<file path="config.mk">
export PLATFORM = sky130hd
export DESIGN_NAME = battery_level_monitor_unit
export DESIGN_NICKNAME = d
export VERILOG_FILES = /design/src/rtl/blm_pkg.sv /design/src/rtl/blm_front.sv /design/src/rtl/blm_queue.sv /design/src/rtl/blm_back.sv /design/src/rtl/battery_level_monitor_unit.sv
export SDC_FILE = /design/constraint.sdc
export NUM_CORES = 2
export LEC_CHECK = 0
export BUFFER_PORTS_ARGS = -buffer_cell sky130_fd_sc_hd__buf_4
export CORE_MARGIN = 3
export CORE_UTILIZATION = 32
export CTS_BUF_LIST = sky130_fd_sc_hd__clkbuf_2
export DETAILED_ROUTE_END_ITERATION = 8
export GPL_ROUTABILITY_DRIVEN = 0
export PLACE_DENSITY = 0.49
export SYNTH_ARGS = -nofsm -noshare
export SYNTH_HDL_FRONTEND = slang
export SYNTH_SLANG_ARGS = --single-unit
</file>
<file path="constraint.sdc">
create_clock -name i_clk -period 25.2 [get_ports i_clk]
set_input_delay 3.78 -clock i_clk [delete_from_list [all_inputs] [get_ports i_clk]]
set_output_delay 3.78 -clock i_clk [all_outputs]
set_load 0.1 [all_outputs]
</file>
<file path="src/rtl/blm_pkg.sv">
// Shared constants, register codes and types of the battery level monitor.
package blm_pkg;

    // Samples summed into one block.
    localparam int BLOCK_SAMPLES = 10;

    localparam int SAMPLE_W   = 12;
    localparam int SUM_W      = 16;
    localparam int SCALE_W    = 16;
    localparam int CELL_W     = 4;
    localparam int VOLT_W     = 20;
    localparam int LEVEL_W    = 2;
    localparam int EVENT_W    = 2;
    localparam int CFG_IDX_W  = 3;
    localparam int CFG_DATA_W = 20;

    localparam int CNT_W = (BLOCK_SAMPLES > 1) ? $clog2(BLOCK_SAMPLES) : 1;

    // Block voltage = cell_count * sum * scale_milli / (3096 * BLOCK_SAMPLES).
    localparam int FULL_SCALE_DIV = 3096;
    localparam int DIVISOR        = FULL_SCALE_DIV * BLOCK_SAMPLES;
    localparam int REM_W          = $clog2(DIVISOR) + 1;
    localparam int PROD1_W        = CELL_W + SUM_W;
    localparam int NUM_W          = PROD1_W + SCALE_W;
    localparam int DIV_BITS       = 6;
    localparam int DIV_STEPS      = NUM_W / DIV_BITS;
    localparam int STEP_W         = $clog2(DIV_STEPS);

    localparam logic [VOLT_W-1:0] VOLT_MAX = '1;

    // Sum queue between the front and the back.
    localparam int QUEUE_DEPTH = 2;
    localparam int QPTR_W      = $clog2(QUEUE_DEPTH);
    localparam int QCNT_W      = $clog2(QUEUE_DEPTH + 1);

    // Configuration register indexes.
    localparam logic [CFG_IDX_W-1:0] CFG_SCALE_MILLI  = CFG_IDX_W'(0);
    localparam logic [CFG_IDX_W-1:0] CFG_CELL_COUNT   = CFG_IDX_W'(1);
    localparam logic [CFG_IDX_W-1:0] CFG_CRITICAL_MV  = CFG_IDX_W'(2);
    localparam logic [CFG_IDX_W-1:0] CFG_WEAK_MV      = CFG_IDX_W'(3);
    localparam logic [CFG_IDX_W-1:0] CFG_MODERATE_MV  = CFG_IDX_W'(4);
    localparam logic [CFG_IDX_W-1:0] CFG_LOW_ENTER_MV = CFG_IDX_W'(5);
    localparam logic [CFG_IDX_W-1:0] CFG_LOW_EXIT_MV  = CFG_IDX_W'(6);

    // Register reset values.
    localparam logic [SCALE_W-1:0] RST_SCALE_MILLI  = SCALE_W'(14400);
    localparam logic [CELL_W-1:0]  RST_CELL_COUNT   = CELL_W'(1);
    localparam logic [VOLT_W-1:0]  RST_CRITICAL_MV  = VOLT_W'(7200);
    localparam logic [VOLT_W-1:0]  RST_WEAK_MV      = VOLT_W'(7600);
    localparam logic [VOLT_W-1:0]  RST_MODERATE_MV  = VOLT_W'(8000);
    localparam logic [VOLT_W-1:0]  RST_LOW_ENTER_MV = VOLT_W'(11500);
    localparam logic [VOLT_W-1:0]  RST_LOW_EXIT_MV  = VOLT_W'(12200);

    // Charge levels.
    localparam logic [LEVEL_W-1:0] LVL_CRITICAL  = LEVEL_W'(0);
    localparam logic [LEVEL_W-1:0] LVL_LOW       = LEVEL_W'(1);
    localparam logic [LEVEL_W-1:0] LVL_MODERATE  = LEVEL_W'(2);
    localparam logic [LEVEL_W-1:0] LVL_EXCELLENT = LEVEL_W'(3);

    // Event codes.
    localparam logic [EVENT_W-1:0] EVT_NONE       = EVENT_W'(0);
    localparam logic [EVENT_W-1:0] EVT_BECAME_LOW = EVENT_W'(1);
    localparam logic [EVENT_W-1:0] EVT_RECOVERED  = EVENT_W'(2);

    typedef struct packed {
        logic [SCALE_W-1:0] scale_milli;
        logic [CELL_W-1:0]  cell_count;
        logic [VOLT_W-1:0]  critical_mv;
        logic [VOLT_W-1:0]  weak_mv;
        logic [VOLT_W-1:0]  moderate_mv;
        logic [VOLT_W-1:0]  low_enter_mv;
        logic [VOLT_W-1:0]  low_exit_mv;
    } t_cfg;

    typedef struct packed {
        logic full;
        logic empty;
    } t_q_status;

endpackage

</file>
<file path="src/rtl/blm_front.sv">
// Front end: accepts samples and sums each block, pushing finished sums to the queue.
module blm_front (
    input  logic                         i_clk,
    input  logic                         i_rst_n,
    input  logic                         i_valid,
    output logic                         o_stall,
    input  logic [blm_pkg::SAMPLE_W-1:0] i_adc_sample,
    input  blm_pkg::t_q_status           i_q_status,
    output logic                         o_push,
    output logic [blm_pkg::SUM_W-1:0]    o_push_sum
);
    import blm_pkg::*;

    logic [SUM_W-1:0] r_sum;
    logic [SUM_W-1:0] n_sum;
    logic [CNT_W-1:0] r_count;
    logic [CNT_W-1:0] n_count;
    logic             w_accept;
    logic             w_last;
    logic [SUM_W-1:0] w_sum_next;

    assign o_stall    = i_q_status.full;
    assign w_accept   = i_valid && !o_stall;
    assign w_last     = (r_count == CNT_W'(BLOCK_SAMPLES - 1));
    assign w_sum_next = r_sum + SUM_W'(i_adc_sample);
    assign o_push     = w_accept && w_last;
    assign o_push_sum = w_sum_next;

    always_comb begin
        n_sum   = r_sum;
        n_count = r_count;
        if (w_accept) begin
            if (w_last) begin
                // restart the block
                n_sum   = '0;
                n_count = '0;
            end else begin
                n_sum   = w_sum_next;
                n_count = r_count + CNT_W'(1);
            end
        end
    end

    always_ff @(posedge i_clk) begin
        if (!i_rst_n) begin
            r_sum   <= '0;
            r_count <= '0;
        end else begin
            r_sum   <= n_sum;
            r_count <= n_count;
        end
    end

endmodule

</file>
<file path="src/rtl/blm_queue.sv">
// Short queue of block sums between the front and the back.
module blm_queue (
    input  logic                      i_clk,
    input  logic                      i_rst_n,
    input  logic                      i_push,
    input  logic [blm_pkg::SUM_W-1:0] i_push_sum,
    input  logic                      i_pop,
    output logic [blm_pkg::SUM_W-1:0] o_pop_sum,
    output blm_pkg::t_q_status        o_status
);
    import blm_pkg::*;

    logic [SUM_W-1:0]  r_mem [QUEUE_DEPTH];
    logic [QPTR_W-1:0] r_wr_ptr;
    logic [QPTR_W-1:0] n_wr_ptr;
    logic [QPTR_W-1:0] r_rd_ptr;
    logic [QPTR_W-1:0] n_rd_ptr;
    logic [QCNT_W-1:0] r_cnt;
    logic [QCNT_W-1:0] n_cnt;
    logic              w_push;
    logic              w_pop;

    assign o_status.full  = (r_cnt == QCNT_W'(QUEUE_DEPTH));
    assign o_status.empty = (r_cnt == '0);
    assign w_push         = i_push && !o_status.full;
    assign w_pop          = i_pop && !o_status.empty;
    assign o_pop_sum      = r_mem[r_rd_ptr];

    always_comb begin
        n_wr_ptr = r_wr_ptr;
        n_rd_ptr = r_rd_ptr;
        n_cnt    = r_cnt;
        if (w_push) begin
            n_wr_ptr = (r_wr_ptr == QPTR_W'(QUEUE_DEPTH - 1)) ? '0 : r_wr_ptr + QPTR_W'(1);
        end
        if (w_pop) begin
            n_rd_ptr = (r_rd_ptr == QPTR_W'(QUEUE_DEPTH - 1)) ? '0 : r_rd_ptr + QPTR_W'(1);
        end
        if (w_push && !w_pop) begin
            n_cnt = r_cnt + QCNT_W'(1);
        end else if (w_pop && !w_push) begin
            n_cnt = r_cnt - QCNT_W'(1);
        end
    end

    always_ff @(posedge i_clk) begin
        if (w_push) begin
            r_mem[r_wr_ptr] <= i_push_sum;
        end
    end

    always_ff @(posedge i_clk) begin
        if (!i_rst_n) begin
            r_wr_ptr <= '0;
            r_rd_ptr <= '0;
            r_cnt    <= '0;
        end else begin
            r_wr_ptr <= n_wr_ptr;
            r_rd_ptr <= n_rd_ptr;
            r_cnt    <= n_cnt;
        end
    end

endmodule

</file>
<file path="src/rtl/blm_back.sv">
// Back end: scales a block sum to millivolts, grades it and drives the result register.
module blm_back (
    input  logic                         i_clk,
    input  logic                         i_rst_n,
    input  blm_pkg::t_cfg                i_cfg,
    input  blm_pkg::t_q_status           i_q_status,
    input  logic [blm_pkg::SUM_W-1:0]    i_q_sum,
    output logic                         o_pop,
    output logic                         o_valid,
    input  logic                         i_stall,
    output logic [blm_pkg::VOLT_W-1:0]   o_voltage_mv,
    output logic [blm_pkg::LEVEL_W-1:0]  o_charge_level,
    output logic                         o_low_flag,
    output logic [blm_pkg::EVENT_W-1:0]  o_event_code
);
    import blm_pkg::*;

    typedef enum logic [3:0] {
        S_IDLE = 4'b0001,
        S_MUL  = 4'b0010,
        S_DIV  = 4'b0100,
        S_CLS  = 4'b1000
    } t_state;

    t_state             r_state;
    t_state             n_state;
    logic [PROD1_W-1:0] r_prod1;
    logic [PROD1_W-1:0] n_prod1;
    logic [NUM_W-1:0]   r_num;
    logic [NUM_W-1:0]   n_num;
    logic [REM_W-1:0]   r_rem;
    logic [REM_W-1:0]   n_rem;
    logic [STEP_W-1:0]  r_step;
    logic [STEP_W-1:0]  n_step;
    logic               r_low;
    logic               n_low;
    logic               r_o_valid;
    logic               n_o_valid;
    logic [VOLT_W-1:0]  r_volt;
    logic [VOLT_W-1:0]  n_volt;
    logic [LEVEL_W-1:0] r_level;
    logic [LEVEL_W-1:0] n_level;
    logic [EVENT_W-1:0] r_event;
    logic [EVENT_W-1:0] n_event;

    logic [REM_W-1:0]   w_div_rem;
    logic [NUM_W-1:0]   w_div_num;
    logic [VOLT_W-1:0]  w_volt;
    logic [LEVEL_W-1:0] w_level;
    logic               w_out_free;

    // Several restoring-division steps per cycle; quotient bits shift into r_num.
    always_comb begin
        w_div_rem = r_rem;
        w_div_num = r_num;
        for (int k = 0; k < DIV_BITS; k++) begin
            w_div_rem = {w_div_rem[REM_W-2:0], w_div_num[NUM_W-1]};
            w_div_num = {w_div_num[NUM_W-2:0], 1'b0};
            if (w_div_rem >= REM_W'(DIVISOR)) begin
                w_div_rem    = w_div_rem - REM_W'(DIVISOR);
                w_div_num[0] = 1'b1;
            end
        end
    end

    // Saturate the quotient and grade it; first threshold that matches wins.
    always_comb begin
        w_volt = (|r_num[NUM_W-1:VOLT_W]) ? VOLT_MAX : r_num[VOLT_W-1:0];
        priority if (w_volt <= i_cfg.critical_mv) begin
            w_level = LVL_CRITICAL;
        end else if (w_volt <= i_cfg.weak_mv) begin
            w_level = LVL_LOW;
        end else if (w_volt <= i_cfg.moderate_mv) begin
            w_level = LVL_MODERATE;
        end else begin
            w_level = LVL_EXCELLENT;
        end
    end

    assign w_out_free = !r_o_valid || !i_stall;
    assign o_pop      = (r_state == S_IDLE) && !i_q_status.empty;

    always_comb begin
        n_state   = r_state;
        n_prod1   = r_prod1;
        n_num     = r_num;
        n_rem     = r_rem;
        n_step    = r_step;
        n_low     = r_low;
        n_o_valid = r_o_valid;
        n_volt    = r_volt;
        n_level   = r_level;
        n_event   = r_event;

        // drop the result once taken
        if (r_o_valid && !i_stall) begin
            n_o_valid = 1'b0;
        end

        unique case (r_state)
            S_IDLE: begin
                if (!i_q_status.empty) begin
                    n_prod1 = PROD1_W'(i_cfg.cell_count) * PROD1_W'(i_q_sum);
                    n_state = S_MUL;
                end
            end
            S_MUL: begin
                n_num   = NUM_W'(r_prod1) * NUM_W'(i_cfg.scale_milli);
                n_rem   = '0;
                n_step  = '0;
                n_state = S_DIV;
            end
            S_DIV: begin
                n_num  = w_div_num;
                n_rem  = w_div_rem;
                n_step = r_step + STEP_W'(1);
                if (r_step == STEP_W'(DIV_STEPS - 1)) begin
                    n_state = S_CLS;
                end
            end
            S_CLS: begin
                // hold until the result register is free
                if (w_out_free) begin
                    n_o_valid = 1'b1;
                    n_volt    = w_volt;
                    n_level   = w_level;
                    n_event   = EVT_NONE;
                    if (r_low) begin
                        if (w_volt > i_cfg.low_exit_mv) begin
                            n_low   = 1'b0;
                            n_event = EVT_RECOVERED;
                        end
                    end else begin
                        if (w_volt < i_cfg.low_enter_mv) begin
                            n_low   = 1'b1;
                            n_event = EVT_BECAME_LOW;
                        end
                    end
                    n_state = S_IDLE;
                end
            end
            default: begin
                n_state = S_IDLE;
            end
        endcase
    end

    always_ff @(posedge i_clk) begin
        if (!i_rst_n) begin
            r_state   <= S_IDLE;
            r_step    <= '0;
            r_low     <= 1'b0;
            r_o_valid <= 1'b0;
        end else begin
            r_state   <= n_state;
            r_step    <= n_step;
            r_low     <= n_low;
            r_o_valid <= n_o_valid;
        end
    end

    always_ff @(posedge i_clk) begin
        r_prod1 <= n_prod1;
        r_num   <= n_num;
        r_rem   <= n_rem;
        r_volt  <= n_volt;
        r_level <= n_level;
        r_event <= n_event;
    end

    assign o_valid        = r_o_valid;
    assign o_voltage_mv   = r_volt;
    assign o_charge_level = r_level;
    assign o_low_flag     = r_low;
    assign o_event_code   = r_event;

endmodule

</file>
<file path="src/rtl/battery_level_monitor_unit.sv">
// Top level of the battery level monitor: configuration registers and the front/queue/back chain.
//
//   channel   direction  handshake                  payload
//   in        sink       i_in_valid / o_in_stall    i_adc_sample
//   out       source     o_out_valid / i_out_stall  o_voltage_mv, o_charge_level,
//                                                   o_low_flag, o_event_code
//   cfg       sink       i_cfg_we                   i_cfg_idx, i_cfg_data
//
// Samples are taken one per cycle while o_in_stall is low; every block of BLOCK_SAMPLES
// samples yields one result. The back end steps through S_IDLE, S_MUL, S_DIV and S_CLS:
// one multiply per cycle, then a 36-bit by 30960 division at 6 quotient bits per cycle.
// A two-entry sum queue lets the sampler run on while the back end works or the
// output is stalled; o_in_stall rises only when that queue is full.
// Reset (synchronous, active low) clears the sum, count, low flag and queue,
// and loads the register defaults.
module battery_level_monitor_unit (
    input  logic                           i_clk,
    input  logic                           i_rst_n,
    input  logic                           i_in_valid,
    output logic                           o_in_stall,
    input  logic [blm_pkg::SAMPLE_W-1:0]   i_adc_sample,
    output logic                           o_out_valid,
    input  logic                           i_out_stall,
    output logic [blm_pkg::VOLT_W-1:0]     o_voltage_mv,
    output logic [blm_pkg::LEVEL_W-1:0]    o_charge_level,
    output logic                           o_low_flag,
    output logic [blm_pkg::EVENT_W-1:0]    o_event_code,
    input  logic                           i_cfg_we,
    input  logic [blm_pkg::CFG_IDX_W-1:0]  i_cfg_idx,
    input  logic [blm_pkg::CFG_DATA_W-1:0] i_cfg_data
);
    import blm_pkg::*;

    t_cfg             r_cfg;
    t_cfg             n_cfg;
    t_q_status        w_q_status;
    logic             w_push;
    logic [SUM_W-1:0] w_push_sum;
    logic             w_pop;
    logic [SUM_W-1:0] w_pop_sum;

    always_comb begin
        n_cfg = r_cfg;
        if (i_cfg_we) begin
            unique case (i_cfg_idx)
                CFG_SCALE_MILLI:  n_cfg.scale_milli  = i_cfg_data[SCALE_W-1:0];
                CFG_CELL_COUNT:   n_cfg.cell_count   = i_cfg_data[CELL_W-1:0];
                CFG_CRITICAL_MV:  n_cfg.critical_mv  = i_cfg_data[VOLT_W-1:0];
                CFG_WEAK_MV:      n_cfg.weak_mv      = i_cfg_data[VOLT_W-1:0];
                CFG_MODERATE_MV:  n_cfg.moderate_mv  = i_cfg_data[VOLT_W-1:0];
                CFG_LOW_ENTER_MV: n_cfg.low_enter_mv = i_cfg_data[VOLT_W-1:0];
                CFG_LOW_EXIT_MV:  n_cfg.low_exit_mv  = i_cfg_data[VOLT_W-1:0];
                default: begin
                    // ignore unmapped indexes
                    n_cfg = r_cfg;
                end
            endcase
        end
    end

    always_ff @(posedge i_clk) begin
        if (!i_rst_n) begin
            r_cfg.scale_milli  <= RST_SCALE_MILLI;
            r_cfg.cell_count   <= RST_CELL_COUNT;
            r_cfg.critical_mv  <= RST_CRITICAL_MV;
            r_cfg.weak_mv      <= RST_WEAK_MV;
            r_cfg.moderate_mv  <= RST_MODERATE_MV;
            r_cfg.low_enter_mv <= RST_LOW_ENTER_MV;
            r_cfg.low_exit_mv  <= RST_LOW_EXIT_MV;
        end else begin
            r_cfg <= n_cfg;
        end
    end

    blm_front u_front (
        .i_clk        (i_clk),
        .i_rst_n      (i_rst_n),
        .i_valid      (i_in_valid),
        .o_stall      (o_in_stall),
        .i_adc_sample (i_adc_sample),
        .i_q_status   (w_q_status),
        .o_push       (w_push),
        .o_push_sum   (w_push_sum)
    );

    blm_queue u_queue (
        .i_clk      (i_clk),
        .i_rst_n    (i_rst_n),
        .i_push     (w_push),
        .i_push_sum (w_push_sum),
        .i_pop      (w_pop),
        .o_pop_sum  (w_pop_sum),
        .o_status   (w_q_status)
    );

    blm_back u_back (
        .i_clk          (i_clk),
        .i_rst_n        (i_rst_n),
        .i_cfg          (r_cfg),
        .i_q_status     (w_q_status),
        .i_q_sum        (w_pop_sum),
        .o_pop          (w_pop),
        .o_valid        (o_out_valid),
        .i_stall        (i_out_stall),
        .o_voltage_mv   (o_voltage_mv),
        .o_charge_level (o_charge_level),
        .o_low_flag     (o_low_flag),
        .o_event_code   (o_event_code)
    );

endmodule
</file>
After elaboration in Yosys (flattened, before gate mapping)
Memory sizes are Yosys's and may differ from the RTL's. A register that Yosys moved wholly into a read port is not among the register bits.
Cells that the tools add are included.
Cells by class
  bitwise gates (word level): 1
  multiply operators: 2
  reduce and logical (&&, ||, !) cells: 31
  add/sub/neg operators: 13
  equality and inequality tests: 16
  multiplexer cells: 41
  magnitude comparators: 11
Operator list (number)
  16-bit by 15-bit >= comparator with 1-bit output, second input constant: 6
  15-bit 2-to-1 mux: 6
  15-bit subtractor, second input constant: 6
  36-bit case mux with 2 select lines: 1
  20-bit less-or-equal comparator: 3
  20-bit by 16-bit multiplier with 36-bit output: 1
  15-bit case mux with 2 select lines: 1
  1-bit 2-to-1 mux: 21
  20-bit > comparator: 1
  20-bit less-than comparator: 1
  4-bit by 16-bit multiplier with 20-bit output: 1
  20-bit 2-to-1 mux: 1
  2-bit AND reduction: 9
  16-bit by 12-bit adder with 16-bit output: 1
  16-bit 2-to-1 mux: 1
  4-bit 2-to-1 mux: 4
  4-bit case mux with 4 select lines: 1
  16-bit OR reduction: 1
  3-bit equality test, second input constant: 4
  4-bit equality test, second input constant: 2
  1-bit logical AND: 8
  2-bit 2-to-1 mux: 4
  3-bit by 2-bit equality test with 1-bit output, second input constant: 2
  1-bit zero test: 6
  20 further kinds: 23
Word-level totals
  memories: 1
  register bits after elaboration: 248
  RAM bits: 32
  input port bits: 40
Memories
  u_queue.r_mem: depth 2, width 16, read ports 1, clocked after Yosys merged registers in 1, wr ports 1, RTL line blm_queue.sv:13  | logic [SUM_W-1:0] r_mem [QUEUE_DEPTH];

Longest topological paths before layout
  word-level depth: 13
  depth in mapped cells: 39

By module
From an unflattened synthesis, not the netlist that was laid out.
Second synthesis, totals
  cells, all modules: 3113
  area, all modules: 28626.2 µm²
By module, submodules not included
  blm_back: seq. area each 3032.9 µm², instances 1, area an instance 21205.3 µm², cells an instance 2429
  battery_level_monitor_unit: seq. area each 2402.3 µm², instances 1, area an instance 4591.9 µm², cells an instance 438
  blm_front: seq. area each 400.4 µm², instances 1, area an instance 1441.4 µm², cells an instance 171
  blm_queue: seq. area each 1061.0 µm², instances 1, area an instance 1387.6 µm², cells an instance 75

Worst setup path after synthesis
Ideal clock, no wire load.
  path kind: reg2reg
  start: register u_back.r_rem[3]
  end: register u_back.r_rem[5], data pin
  cell stages (with the launch flop): 40
  path slack: 16914 ps
  period minus slack after synthesis: 8286 ps
  arrival: 8021 ps
  library setup time: 265 ps
  cell sequence: edfxtp_1 -> ha_1 -> buf_2 -> and3_4 -> buf_6 -> o211a_1 -> nor2_1 -> xnor2_1 -> ha_1 -> nand3_1 -> o21a_4 -> a21oi_1 -> nor2_1 -> xnor2_1 -> ha_1 -> o2111ai_1 -> o211ai_2 -> a31oi_1 -> (+4 left out) -> a41o_2 -> nor2_2 -> o31a_4 -> buf_6 -> xnor2_1 -> ha_1 -> a211oi_2 -> o31a_1 -> buf_6 -> xnor2_1 -> ha_1 -> nand3_1 -> mux2i_1 -> nor4_2 -> o21ai_2 -> buf_6 -> mux2i_1 -> nor2_1
Between the ends
  cells in the longest elaborated chain, start to end: 13
  elaborated cells on any way between the ends: 19
  classes of those cells: 6 x add/sub; 6 x order compare; 7 x mux
Ends and longest elaborated chain
  start, declared: RTL line blm_back.sv:31  | logic [REM_W-1:0] r_rem;
  start signal, assigned: RTL line blm_back.sv:165  | r_rem <= n_rem;
  15-bit subtractor / 16-bit by 15-bit >= comparator with 1-bit output (equally long branches): RTL line blm_back.sv:60, blm_back.sv:59
  15-bit 2-to-1 mux *: RTL line blm_back.sv:59  | if (w_div_rem >= REM_W'(DIVISOR)) begin
  15-bit subtractor / 16-bit by 15-bit >= comparator with 1-bit output (equally long branches): RTL line blm_back.sv:60, blm_back.sv:59
  15-bit 2-to-1 mux *: RTL line blm_back.sv:59
  15-bit subtractor / 16-bit by 15-bit >= comparator with 1-bit output (equally long branches): RTL line blm_back.sv:60, blm_back.sv:59
  15-bit 2-to-1 mux *: RTL line blm_back.sv:59
  15-bit subtractor / 16-bit by 15-bit >= comparator with 1-bit output (equally long branches): RTL line blm_back.sv:60, blm_back.sv:59
  15-bit 2-to-1 mux *: RTL line blm_back.sv:59
  16-bit by 15-bit >= comparator with 1-bit output / 15-bit subtractor (equally long branches): RTL line blm_back.sv:59, blm_back.sv:60
  15-bit 2-to-1 mux *: RTL line blm_back.sv:59
  15-bit subtractor / 16-bit by 15-bit >= comparator with 1-bit output (equally long branches): RTL line blm_back.sv:60, blm_back.sv:59
  15-bit 2-to-1 mux *: RTL line blm_back.sv:59
  15-bit case mux with 2 select lines *: RTL line blm_back.sv:100  | unique case (r_state)
Every way passes the cells marked *; elsewhere a longest branch is shown, timed or not.
A chain may end at the register's enable or synchronous reset.

Final worst setup path
  start: register u_back.r_rem[7]
  end: register u_back.r_rem[10], data pin
The elaborated chain is that of the path after synthesis.

==> flow_summary.json <==
{
  "worstRegToRegCells": 34,
  "vias_per_cell": 4.86,
  "yosys_warnings": 0,
  "fin_crit_sh": 0.397,
  "crit_type": "flip-flop to flip-flop",
  "synth_common_cells": "nand2_1 (534), inv_1 (428), fa_1 (279)",
  "max_slew_margin": 0.212,
  "synth-edff-count": 127,
  "finClkSkew_ns": 0.125,
  "synth_top_cell_by_area": "fa_1",
  "avgSynthCellArea_um2": 9.03,
  "finalSetupViolations": 0,
  "cts_inserted_buffers": 81,
  "arrival_ns": 10.80,
  "antenna_found_initial": 2,
  "hp-start": "r_cfg[119]$_SDFFE_PN0P_",
  "fmax_ghz": 0.100,
  "grt_setup_unrepaired": "false",
  "ant_nets": 0,
  "dieHeight_um": 302,
  "htreeDepth": 3,
  "clk_pin_slew_ns": 0.09,
  "cts_tree": "yes",
  "p_per_area_nw_per_um2": 113,
  "p_leak_nw": 13.0,
  "slowest_delay_ns": 0.59,
  "die_w_um": 302,
  "grt_usage": 0.166,
  "start_util": 0.326,
  "seqCellArea_um2": 6900,
  "fill_cells": 8962,
  "wl_per_cell_um": 16.9,
  "drv_cap": 0,
  "cts_setup_buffers": 0,
  "clk_path_buf_depth": 3,
  "wl_mm": 73.7,
  "worst_setup_path_start_kind": "flip-flop",
  "num_vias": 21200,
  "synth_seq_cells": 281,
  "path_max_fanout": 13,
  "io_buffers": 66,
  "drtIter0Drc": 1037,
  "status": "finished, final reports clean",
  "drive_above_1_share": 0.103,
  "end_kind": "flip-flop",
  "synth_ff_type": "dfxtp_1",
  "cts_resized": 0,
  "drv_slew": 0,
  "grt_overflow": 0,
  "crit_buf_inv": 1,
  "yosys.area.top_type_share": 0.199,
  "final_nets": 3721,
  "timing.final.ws_setup_ns": 15.20,
  "crit_family": "compound AO/OA/AOI/OAI gates",
  "hold_end": "r_cfg[119]$_SDFFE_PN0P_",
  "core_area_um2": 86100,
  "grt_pass1_wl_mm": 119,
  "min_path_cells": 2,
  "holdBufCountCts": 0,
  "dp.final_hpwl_mm": 55.3,
  "synth_most_common_cell": "nand2_1",
  "cp.required_ns": 26.00,
  "synth-async-reset-ratio": 0,
  "synth.distinct_cells": 118,
  "grt_max_degree": 85,
  "drtPass1Iterations": 5,
  "grt_pass1_vias": 21200,
  "critPathSlowestCell": "edfxtp_1",
  "seq_area_frac_synth": 0.246,
  "syn-cell-area_um2": 28000,
  "worst_pin_slew_ns": 1.18,
  "syn_inst": 3106,
  "fin_setup_tns_ns": 0,
  "reg2reg_to": "u_back.r_rem[10]$_SDFFCE_PN0P_",
  "clock_sinks": 281,
  "rrSetupSlack_ns": 15.20,
  "clock_latency_ns": 1.09,
  "multi_input_area_um2": 18900,
  "hold_path_class": "flip-flop to flip-flop",
  "drcViolationCount": 0,
  "rows": 107,
  "synth_area_leaders": "fa_1 (20%), edfxtp_1 (14%), ha_1 (11%)",
  "ir_drop_uv": 129,
  "hold_viol": 0,
  "syn2layout_area_growth_pct": 8.20,
  "period_minus_slack_ns": 10.0,
  "rr_startpoint": "u_back.r_rem[7]$_SDFFCE_PN0P_",
  "floorplan.die_area_um2": 91200,
  "io_pins": 67,
  "cts-root-buf": "clkbuf_2",
  "pre_cts_ws_ns": 15.31,
  "syn_nets": 3677
}
-- placed cells by master, fill, tap and decap left out, types with 61 or more instances in the layout --
cell type and n:
nand2_1 533, inv_1 428, fa_1 279, ha_1 252, dfxtp_1 154, and2_1 129
edfxtp_1 127, clkbuf_2 123, a21oi_1 121, buf_4 96, nor2_1 93, a21boi_0 86
xnor2_1 70, o21ai_0 69, nor2b_1 61
-- worst min-delay path: cells and delay by family, from the launching register on --
kind,cells,cell delay [ns]
compound gates,1,0.06
flops,1,0.31
simple gates,1,0.05
-- flip-flops by register name (all words and copies together) (netlist names), named ones only --
signal,cells
u_front.r_sum,16
u_back.r_num,36
u_back.r_prod1,20
u_queue.r_cnt,2
u_queue.r_mem,32
u_back.o_event_code,2
u_back.r_rem,15
r_cfg,120
u_queue.r_rd_ptr,1
u_back.o_voltage_mv,20
u_back.o_charge_level,2
u_queue.r_wr_ptr,1
u_back.o_low_flag,1
u_back.o_valid,1
u_back.r_step,3
u_front.r_count,4
u_back.r_state,4
-- worst max-delay path by stage --
stage	slack (ns)	depth (start not counted)	end	from
after floorplan	16.91	39	u_back.r_rem[5]$_SDFFCE_PN0P_	u_back.r_rem[3]$_SDFFCE_PN0P_
final	15.20	34	u_back.r_rem[10]$_SDFFCE_PN0P_	u_back.r_rem[7]$_SDFFCE_PN0P_
after global routing	14.44	35	u_back.r_rem[10]$_SDFFCE_PN0P_	u_back.r_rem[3]$_SDFFCE_PN0P_
after global placement	15.58	34	u_back.r_rem[10]$_SDFFCE_PN0P_	u_back.r_rem[7]$_SDFFCE_PN0P_
after CTS	15.29	34	u_back.r_rem[10]$_SDFFCE_PN0P_	u_back.r_rem[7]$_SDFFCE_PN0P_
after detailed placement	15.31	34	u_back.r_rem[10]$_SDFFCE_PN0P_	u_back.r_rem[7]$_SDFFCE_PN0P_
-- stage by stage --
step                      instances  total power [mW]  hold slack, ns  utilization  instance area (µm²)
after CTS                      4357              3.51           0.470        0.352                30300
final                          4359              3.43           0.466        0.353                30300
after global placement         4211              3.13           0.452        0.344                29600
after global routing           4359              3.80           0.485        0.353                30300
after floorplan                3106              2.47           0.441            -                28000
after detailed placement       4211              3.12           0.458        0.344                29600
-- final cells by class --
cell class,count,share of cell area
Antenna cell,2,0.000165
Tap cell,1144,0.0472
Timing Repair Buffer,96,0.0237
Clock buffer,123,0.0203
Sequential cell,281,0.227
Multi-Input combinational cell,2262,0.623
Inverter,428,0.0529
Clock inverter,23,0.00503
-- report_power, final --
part | internal (mW) | total, mW | switching, mW
combinational | 0.981 | 2.41 | 1.42
sequential | 0.606 | 0.668 | 0.0619
clock | 0.143 | 0.356 | 0.212
total | 1.73 | 3.43 | 1.70
-- layer usage --
metal	track usage	part of all wire	up-vias
met5	0	0	-
met4	0.0362	0.015	0
met3	0.0244	0.041	85
met2	0.275	0.47	357
met1	0.229	0.47	10300
li1	-	-	10400
-- cell families after synthesis --
group / Yosys count / share of synthesized area
AND/OR/NAND/NOR: 1070 / 0.183
buffers and inverters: 563 / 0.0807
adder cells (fa/ha/maj): 531 / 0.312
AO/OA/AOI/OAI: 521 / 0.132
flip-flops: 281 / 0.246
XOR/XNOR: 101 / 0.0323
multiplexers: 39 / 0.0154
Note: power is estimated with default switching activity, not from simulation.
